===== config.mk =====
export PLATFORM = sky130hd
export DESIGN_NAME = ymodem_packet_receiver_core
export DESIGN_NICKNAME = d
export VERILOG_FILES = /design/src/yprx_pkg.sv /design/src/ymodem_packet_receiver_core.sv /design/src/yprx_crc.sv /design/src/yprx_deframer.sv /design/src/yprx_outbuf.sv
export SDC_FILE = /design/constraint.sdc
export NUM_CORES = 1
export LEC_CHECK = 0
export BUFFER_PORTS_ARGS = -buffer_cell sky130_fd_sc_hd__buf_4
export CAP_MARGIN = 20
export CELL_PAD_IN_SITES_DETAIL_PLACEMENT = 0
export CELL_PAD_IN_SITES_GLOBAL_PLACEMENT = 2
export CORE_MARGIN = 2
export CORE_UTILIZATION = 47
export CTS_BUF_LIST = sky130_fd_sc_hd__clkbuf_4 sky130_fd_sc_hd__clkbuf_8
export DETAILED_ROUTE_END_ITERATION = 10
export PLACE_DENSITY_LB_ADDON = 0.1
export SLEW_MARGIN = 20
export SYNTH_ARGS = -nofsm -noshare
export SYNTH_HDL_FRONTEND = slang
export SYNTH_HIERARCHICAL = 1
export SYNTH_SLANG_ARGS = --single-unit

===== constraint.sdc =====
create_clock -name clk_i -period 6.2 [get_ports clk_i]
set_input_delay 1.24 -clock clk_i [delete_from_list [all_inputs] [get_ports clk_i]]
set_output_delay 1.24 -clock clk_i [all_outputs]
set_load 0.01 [all_outputs]

===== src/yprx_pkg.sv =====
// Shared types and codes for the YMODEM packet receiver.
`default_nettype none
package yprx_pkg;

  // Control bytes seen on the link
  localparam logic [7:0] CODE_SOH    = 8'h01;
  localparam logic [7:0] CODE_STX    = 8'h02;
  localparam logic [7:0] CODE_EOT    = 8'h04;
  localparam logic [7:0] CODE_CAN    = 8'h18;
  localparam logic [7:0] CODE_ABORTU = 8'h41;
  localparam logic [7:0] CODE_ABORTL = 8'h61;

  localparam logic [15:0] CRC_POLY = 16'h1021;

  // Count of bytes after the start byte at which the high CRC byte arrives
  localparam logic [10:0] CRC_HI_POS_SMALL = 11'd130;
  localparam logic [10:0] CRC_HI_POS_LARGE = 11'd1026;

  typedef enum logic [3:0] {
    ST_BUSY     = 4'd0,
    ST_OK       = 4'd1,
    ST_EOT      = 4'd2,
    ST_CANCEL   = 4'd3,
    ST_ABORT    = 4'd4,
    ST_TIMEOUT  = 4'd5,
    ST_BADSTART = 4'd6,
    ST_LONECAN  = 4'd7,
    ST_SEQERR   = 4'd8,
    ST_CRCERR   = 4'd9
  } status_e;

  typedef enum logic [2:0] {
    PH_IDLE   = 3'b001,
    PH_CANCEL = 3'b010,
    PH_PACKET = 3'b100
  } phase_e;

  typedef struct packed {
    status_e     status;
    logic        payload_valid;
    logic [7:0]  payload_byte;
    logic [9:0]  payload_index;
    logic [7:0]  block_number;
    logic        large_block;
  } result_t;

endpackage
`default_nettype wire


===== src/ymodem_packet_receiver_core.sv =====
// YMODEM packet receiver: deframes SOH/STX blocks and checks CRC-16/XMODEM.
//
// Each transfer on the input carries one event: a received byte (action_i = 0)
// or a byte timeout (action_i = 1). Every event yields exactly one result:
// status 0 (busy) while a packet is in progress, payload bytes flagged by
// payload_valid_o with their index in the block, and a final status on the
// low CRC byte (1 ok, 8 sequence complement error, 9 CRC error) with the
// block number. EOT, cancel, lone cancel, abort, bad start and timeout end
// things with their own codes; the block then returns to idle. Throughput is
// one event per clock while in_ready_o is high: the CRC is updated a whole
// byte per cycle in the deframer. Results are registered in a two-entry result
// buffer that keeps input ready (a registered signal) while one result waits.
`default_nettype none
module ymodem_packet_receiver_core
  import yprx_pkg::*;
(
  input  wire logic       clk_i,
  input  wire logic       rst_ni,
  input  wire logic       in_valid_i,
  output logic            in_ready_o,
  input  wire logic       action_i,
  input  wire logic [7:0] rx_byte_i,
  output logic            out_valid_o,
  input  wire logic       out_ready_i,
  output logic [3:0]      status_o,
  output logic            payload_valid_o,
  output logic [7:0]      payload_byte_o,
  output logic [9:0]      payload_index_o,
  output logic [7:0]      block_number_o,
  output logic            large_block_o
);

  logic    accept;
  result_t res_new, res_out;

  assign accept = in_valid_i && in_ready_o;

  yprx_deframer u_deframer (
    .clk_i     (clk_i),
    .rst_ni    (rst_ni),
    .accept_i  (accept),
    .action_i  (action_i),
    .rx_byte_i (rx_byte_i),
    .result_o  (res_new)
  );

  yprx_outbuf u_outbuf (
    .clk_i   (clk_i),
    .rst_ni  (rst_ni),
    .push_i  (accept),
    .data_i  (res_new),
    .ready_o (in_ready_o),
    .valid_o (out_valid_o),
    .ready_i (out_ready_i),
    .data_o  (res_out)
  );

  assign status_o        = res_out.status;
  assign payload_valid_o = res_out.payload_valid;
  assign payload_byte_o  = res_out.payload_byte;
  assign payload_index_o = res_out.payload_index;
  assign block_number_o  = res_out.block_number;
  assign large_block_o   = res_out.large_block;

  // Payload bytes only show up while a packet is still open
  a_payload_busy: assert property (@(posedge clk_i) disable iff (!rst_ni)
    out_valid_o && payload_valid_o |-> status_o == ST_BUSY)
    else $error("payload byte with a final status");

  // Block number is reported only with a packet-closing status
  a_blknum_end: assert property (@(posedge clk_i) disable iff (!rst_ni)
    out_valid_o && block_number_o != 8'd0 |->
      (status_o == ST_OK || status_o == ST_SEQERR || status_o == ST_CRCERR))
    else $error("block number outside packet end");

  // Input stalls only when both buffer entries hold results
  a_stall_full: assert property (@(posedge clk_i) disable iff (!rst_ni)
    !in_ready_o |-> out_valid_o)
    else $error("input stalled with empty output");

endmodule
`default_nettype wire


===== src/yprx_crc.sv =====
// Bytewise CRC-16/XMODEM update (poly 0x1021, MSB first).
`default_nettype none
module yprx_crc
  import yprx_pkg::*;
(
  input  wire logic [15:0] crc_i,
  input  wire logic [7:0]  byte_i,
  output logic      [15:0] crc_o
);

  always_comb begin
    logic [15:0] c;
    c = crc_i ^ {byte_i, 8'h00};
    for (int k = 0; k < 8; k++) begin
      if (c[15]) begin
        c = {c[14:0], 1'b0} ^ CRC_POLY;
      end else begin
        c = {c[14:0], 1'b0};
      end
    end
    crc_o = c;
  end

endmodule
`default_nettype wire


===== src/yprx_deframer.sv =====
// Packet deframing state machine: one event per transfer, one result out.
`default_nettype none
module yprx_deframer
  import yprx_pkg::*;
(
  input  wire logic       clk_i,
  input  wire logic       rst_ni,
  input  wire logic       accept_i,
  input  wire logic       action_i,
  input  wire logic [7:0] rx_byte_i,
  output result_t         result_o
);

  phase_e      phase_q, phase_d;
  logic [10:0] byte_count_q, byte_count_d;
  logic        size_flag_q, size_flag_d;
  logic [7:0]  seq_value_q, seq_value_d;
  logic [7:0]  seq_inverse_q, seq_inverse_d;
  logic [15:0] crc_q, crc_d;
  logic [7:0]  crc_upper_q, crc_upper_d;

  logic [15:0] crc_next;
  logic [10:0] crc_hi_pos;
  logic [10:0] pay_offset;
  logic        is_timeout;

  yprx_crc u_crc (
    .crc_i  (crc_q),
    .byte_i (rx_byte_i),
    .crc_o  (crc_next)
  );

  assign is_timeout = action_i;
  assign crc_hi_pos = size_flag_q ? CRC_HI_POS_LARGE : CRC_HI_POS_SMALL;
  assign pay_offset = byte_count_q - 11'd2;

  always_comb begin
    phase_d       = phase_q;
    byte_count_d  = byte_count_q;
    size_flag_d   = size_flag_q;
    seq_value_d   = seq_value_q;
    seq_inverse_d = seq_inverse_q;
    crc_d         = crc_q;
    crc_upper_d   = crc_upper_q;
    result_o      = '0;
    result_o.status = ST_BUSY;

    case (phase_q)
      PH_CANCEL: begin
        result_o.status = (!is_timeout && rx_byte_i == CODE_CAN) ? ST_CANCEL : ST_LONECAN;
        phase_d = PH_IDLE;
      end
      PH_PACKET: begin
        result_o.large_block = size_flag_q;
        if (is_timeout) begin
          result_o.status = ST_TIMEOUT;
          phase_d = PH_IDLE;
        end else if (byte_count_q == 11'd0) begin
          seq_value_d  = rx_byte_i;
          byte_count_d = 11'd1;
        end else if (byte_count_q == 11'd1) begin
          seq_inverse_d = rx_byte_i;
          byte_count_d  = 11'd2;
        end else if (byte_count_q < crc_hi_pos) begin
          result_o.payload_valid = 1'b1;
          result_o.payload_byte  = rx_byte_i;
          result_o.payload_index = pay_offset[9:0];
          crc_d        = crc_next;
          byte_count_d = byte_count_q + 11'd1;
        end else if (byte_count_q == crc_hi_pos) begin
          crc_upper_d  = rx_byte_i;
          byte_count_d = byte_count_q + 11'd1;
        end else begin
          // Low CRC byte closes the packet; complement check wins over CRC
          result_o.block_number = seq_value_q;
          if (seq_value_q != ~seq_inverse_q) begin
            result_o.status = ST_SEQERR;
          end else if ({crc_upper_q, rx_byte_i} != crc_q) begin
            result_o.status = ST_CRCERR;
          end else begin
            result_o.status = ST_OK;
          end
          phase_d = PH_IDLE;
        end
      end
      default: begin
        phase_d = PH_IDLE;
        if (is_timeout) begin
          result_o.status = ST_TIMEOUT;
        end else begin
          case (rx_byte_i)
            CODE_SOH, CODE_STX: begin
              size_flag_d          = (rx_byte_i == CODE_STX);
              result_o.large_block = (rx_byte_i == CODE_STX);
              byte_count_d         = '0;
              crc_d                = '0;
              phase_d              = PH_PACKET;
            end
            CODE_EOT:                 result_o.status = ST_EOT;
            CODE_CAN:                 phase_d = PH_CANCEL;
            CODE_ABORTU, CODE_ABORTL: result_o.status = ST_ABORT;
            default:                  result_o.status = ST_BADSTART;
          endcase
        end
      end
    endcase
  end

  always_ff @(posedge clk_i or negedge rst_ni) begin
    if (!rst_ni) begin
      phase_q       <= PH_IDLE;
      byte_count_q  <= '0;
      size_flag_q   <= 1'b0;
      seq_value_q   <= '0;
      seq_inverse_q <= '0;
      crc_q         <= '0;
      crc_upper_q   <= '0;
    end else if (accept_i) begin
      phase_q       <= phase_d;
      byte_count_q  <= byte_count_d;
      size_flag_q   <= size_flag_d;
      seq_value_q   <= seq_value_d;
      seq_inverse_q <= seq_inverse_d;
      crc_q         <= crc_d;
      crc_upper_q   <= crc_upper_d;
    end
  end

endmodule
`default_nettype wire


===== src/yprx_outbuf.sv =====
// Two-entry result buffer: output register plus skid register.
`default_nettype none
module yprx_outbuf
  import yprx_pkg::*;
(
  input  wire logic    clk_i,
  input  wire logic    rst_ni,
  input  wire logic    push_i,
  input  wire result_t data_i,
  output logic         ready_o,
  output logic         valid_o,
  input  wire logic    ready_i,
  output result_t      data_o
);

  logic    main_vld_q, skid_vld_q;
  result_t main_q, skid_q;
  logic    pop;

  assign pop     = main_vld_q && ready_i;
  assign ready_o = !skid_vld_q;
  assign valid_o = main_vld_q;
  assign data_o  = main_q;

  always_ff @(posedge clk_i or negedge rst_ni) begin
    if (!rst_ni) begin
      main_vld_q <= 1'b0;
      skid_vld_q <= 1'b0;
    end else if (pop) begin
      if (skid_vld_q) begin
        skid_vld_q <= 1'b0;
      end else begin
        main_vld_q <= push_i;
      end
    end else if (push_i) begin
      if (!main_vld_q) begin
        main_vld_q <= 1'b1;
      end else begin
        skid_vld_q <= 1'b1;
      end
    end
  end

  // Payload path: no reset
  always_ff @(posedge clk_i) begin
    if (pop) begin
      if (skid_vld_q) begin
        main_q <= skid_q;
      end else if (push_i) begin
        main_q <= data_i;
      end
    end else if (push_i) begin
      if (!main_vld_q) begin
        main_q <= data_i;
      end else begin
        skid_q <= data_i;
      end
    end
  end

endmodule
`default_nettype wire


==> impl_results.md <==
* Xor and xnor fraction of the mapped netlist area at 0.105
* Synth unique cells at 62
* Max Fclk at 0.302 GHz
* Static Leakage at 0.00316 uW
* RSZ-0062 raised after global routing: no
* DR vias/cell at 5.44
* Top cell type's share of synthesized area at 0.304
* Worst slew pin tran at 0.987 ns
* Post-synth top area cell: edfxtp_1
* Post-synthesis adder-cell area fraction at 0.0178
* Syn Area/Cell at 13.2 um2
* H-tree lvl count at 4
* Share of layout cells above drive strength 1 at 0.292
* Die Footprint at 14400 um2
* Clock Skew at 0.0164 ns
* DR vias at 3904
* Port buffer count at 46
* Commonest cells after routing, fill and taps aside: edfxtp_1 (64), dfrtp_1 (56), buf_4 (49)
* Pwr/cell area at 309 nW/um2
* Post-CTS Resized at 0
* Total track usage at 0.194
* WL final at 12.9 mm
* Antenna viol nets, final at 0
* Critical Path Fanout Max at 12
* Initial Utilization at 0.479
* Worst VDD drop at 135 uV
* Synth area leaders: edfxtp_1 (30%), dfrtp_1 (22%), mux2_4 (7.1%), mux2_2 (4.5%), xnor2_1 (2.9%)
* First-pass DRT Iterations at 4
* Remaining DRCs at 0
* Main combinational cell family by area after synthesis: multiplexers
* Max-slew violations at 0
* Synth Instances at 478
* Max clock buf depth at 2
* WP buf/inv at 1
* Ys async rst share at 0.471
* Yosys reg bits at 121
* Number of flops mapped to enable cells by yosys at 64
* Final #Nets at 550
* Worst path max stage delay at 0.67 ns
* Post-DP HPWL at 9.05 mm
* CTS root buffer: clkbuf_8
* Critical path startpoint category: flip-flop
* Mux contribution to synthesized area at 0.116
* Fin worst setup slack at 2.89 ns
* Commonest non-fill, non-tap cell in the layout: edfxtp_1
* Synth Net Count at 500
* Max Cap Viol at 0
* Slew HR at 0.337
* CP arrival at 3.50 ns
* Crit path max-delay cell type: o41ai_4
* # diodes at 0
* Required time worst endpoint at 6.38 ns
* WL per Instance at 18.0 um
* Final period util at 0.535
* Post-Syn Area at 6320 um2
* Final Hold Fails at 0
* Cts bufs inserted at 17
* First-pass GRT wire length at 21.3 mm
* CTS sink cnt at 121
* IO Count at 47
* P&R area growth vs syn at 15.3%
* Setup crit end kind: flip-flop
* Reg clk slew, reported paths at 0.08 ns
* Grt ovf at 0
* DP Worst Slack at 2.75 ns
* Outcome: complete, no violations
* Core Area at 13200 um2
* Delay-heaviest family, CP: simple AND/OR/NAND/NOR gates
* Ys flop type: edfxtp_1
* Crit-path cells: or4_4, o41ai_4, nor3_2, nand2b_1, inv_1, and2_1, mux2_4
* Vias in the first global route at 3952
* YS warnings at 6
* Simple logic cell fraction of the synthesized area at 0.112
* Period minus WS final at 3.31 ns
* Worst-skew pair later-pin latency at 0.44 ns
* TNS Setup at 0 ns
* Setup violations, final at 0
* Post-CTS Hold Buffers at 0
* Post-CTS setup buffers at 0
* Critical path type: reg -> reg
* Post-synthesis sequential area ratio at 0.530
* Die Wd at 120 um
* Synth Area in Compound Gates at 0.0954
* Vert. Die Dim at 120 um
* Drt first-iter violations at 298
* Hold Crit Class: reg -> reg
* # rows at 42
* Initial antenna violation count at 0
* GP Congestion at 0.811
* CTS tree: done
* Largest net degree at the start of global routing at 58
-- through the flow --
| step | hold WS (ns) | utilization | std cells | total power [uW] | cell area [um2] |
|---|---|---|---|---|---|
| finish | 0.507 | 0.553 | 717 | 2250 | 7290 |
| global route | 0.553 | 0.553 | 717 | 2350 | 7290 |
| CTS | 0.514 | 0.553 | 717 | 2280 | 7290 |
| detailed placement | 0.495 | 0.517 | 685 | 1450 | 6820 |
| global placement | 0.495 | 0.517 | 685 | 1440 | 6820 |
| floorplan | 0.469 | - | 478 | 1280 | 6320 |
-- flip-flops by register name (all words and copies together), names as in the netlist --
name and flops:
u_outbuf/data_o 32, u_outbuf/skid_q 32, u_deframer/crc_q 16, u_deframer/byte_count_q 11, u_deframer/crc_upper_q 8, u_deframer/seq_inverse_q 8
u_deframer/seq_value_q 8, u_deframer/phase_q 3, u_deframer/size_flag_q 1, u_outbuf/skid_vld_q 1, u_outbuf/valid_o 1
-- cell type report --
| class | instances | area (um2) |
|---|---|---|
| fillers | 1110 | 5900 |
| clock buffers | 17 | 234 |
| repair buffers | 49 | 368 |
| clock inverters | 15 | 235 |
| flip-flops and latches | 121 | 3350 |
| well taps | 176 | 220 |
| multi-input cells | 326 | 2830 |
| inverters | 13 | 48.8 |
-- tightest hold or removal path, stage by stage (launching register included) --
cell     delay (ns)
dfrtp_1        0.36
nand2_1        0.05
o21ai_0        0.06
-- routing by layer --
| layer | GRT usage | routed length (um) | share of wire |
|---|---|---|---|
| met1 | 0.283 | 6490 | 0.50 |
| met2 | 0.286 | 5690 | 0.44 |
| met3 | 0.0442 | 555 | 0.043 |
| met4 | 0.0684 | 192 | 0.015 |
| met5 | 0 | 0 | 0 |
-- synth_stat cells (all sizes together), types with 2 or more instances --
cell	number
a21oi	14
a22o	16
xnor2	25
inv	13
nand2	20
dfrtp	56
xor3	4
a31oi	8
o31a	2
nor2	26
o21a	2
nand4	6
or3b	2
and4	2
o31ai	2
buf	8
o21ai	23
nand3	4
edfxtp	64
xor2	21
ha	9
xnor3	5
o211ai	3
and3	4
or4	4
or3	5
and2	18
mux2	55
nand3b	2
nor2b	2
nor3	5
clkbuf	10
nor4	14
nand2b	7
a21boi	2
-- cells by family (layout without fill, tap and decap cells) --
kind of cell               Yosys count  in the layout
muxes                               55             55
and+or+nand+nor                    123            123
xor gates and xnor gates            55             55
AOI/OAI and AO/OA                   84             84
buffers and inverters               31             94
adders and majority gates            9              9
DFF                                121            121
-- final timing paths --
path	startpoint	end	slack [ns]	cells after the start
max	u_deframer/byte_count_q[5]$_DFFE_PN0P_	u_outbuf/data_o[19]$_DFFE_PP_	2.89	7
max reg2reg	u_deframer/byte_count_q[5]$_DFFE_PN0P_	u_outbuf/data_o[19]$_DFFE_PP_	2.89	7
min in group asynchronous	rst_ni	u_deframer/byte_count_q[4]$_DFFE_PN0P_	0.86	1
min reg2reg	u_deframer/crc_upper_q[1]$_DFFE_PN0P_	u_deframer/crc_upper_q[1]$_DFFE_PN0P_	0.51	2
max in group asynchronous	rst_ni	u_outbuf/valid_o$_DFFE_PN0P_	4.81	1
min	u_deframer/crc_upper_q[1]$_DFFE_PN0P_	u_deframer/crc_upper_q[1]$_DFFE_PN0P_	0.51	2
-- power by group --
group          internal, uW  switching [uW]
logic                   190             208
registers               978            46.9
clock network           487             344
total                  1650             599
No activity file was read; power rests on OpenSTA's default activity.
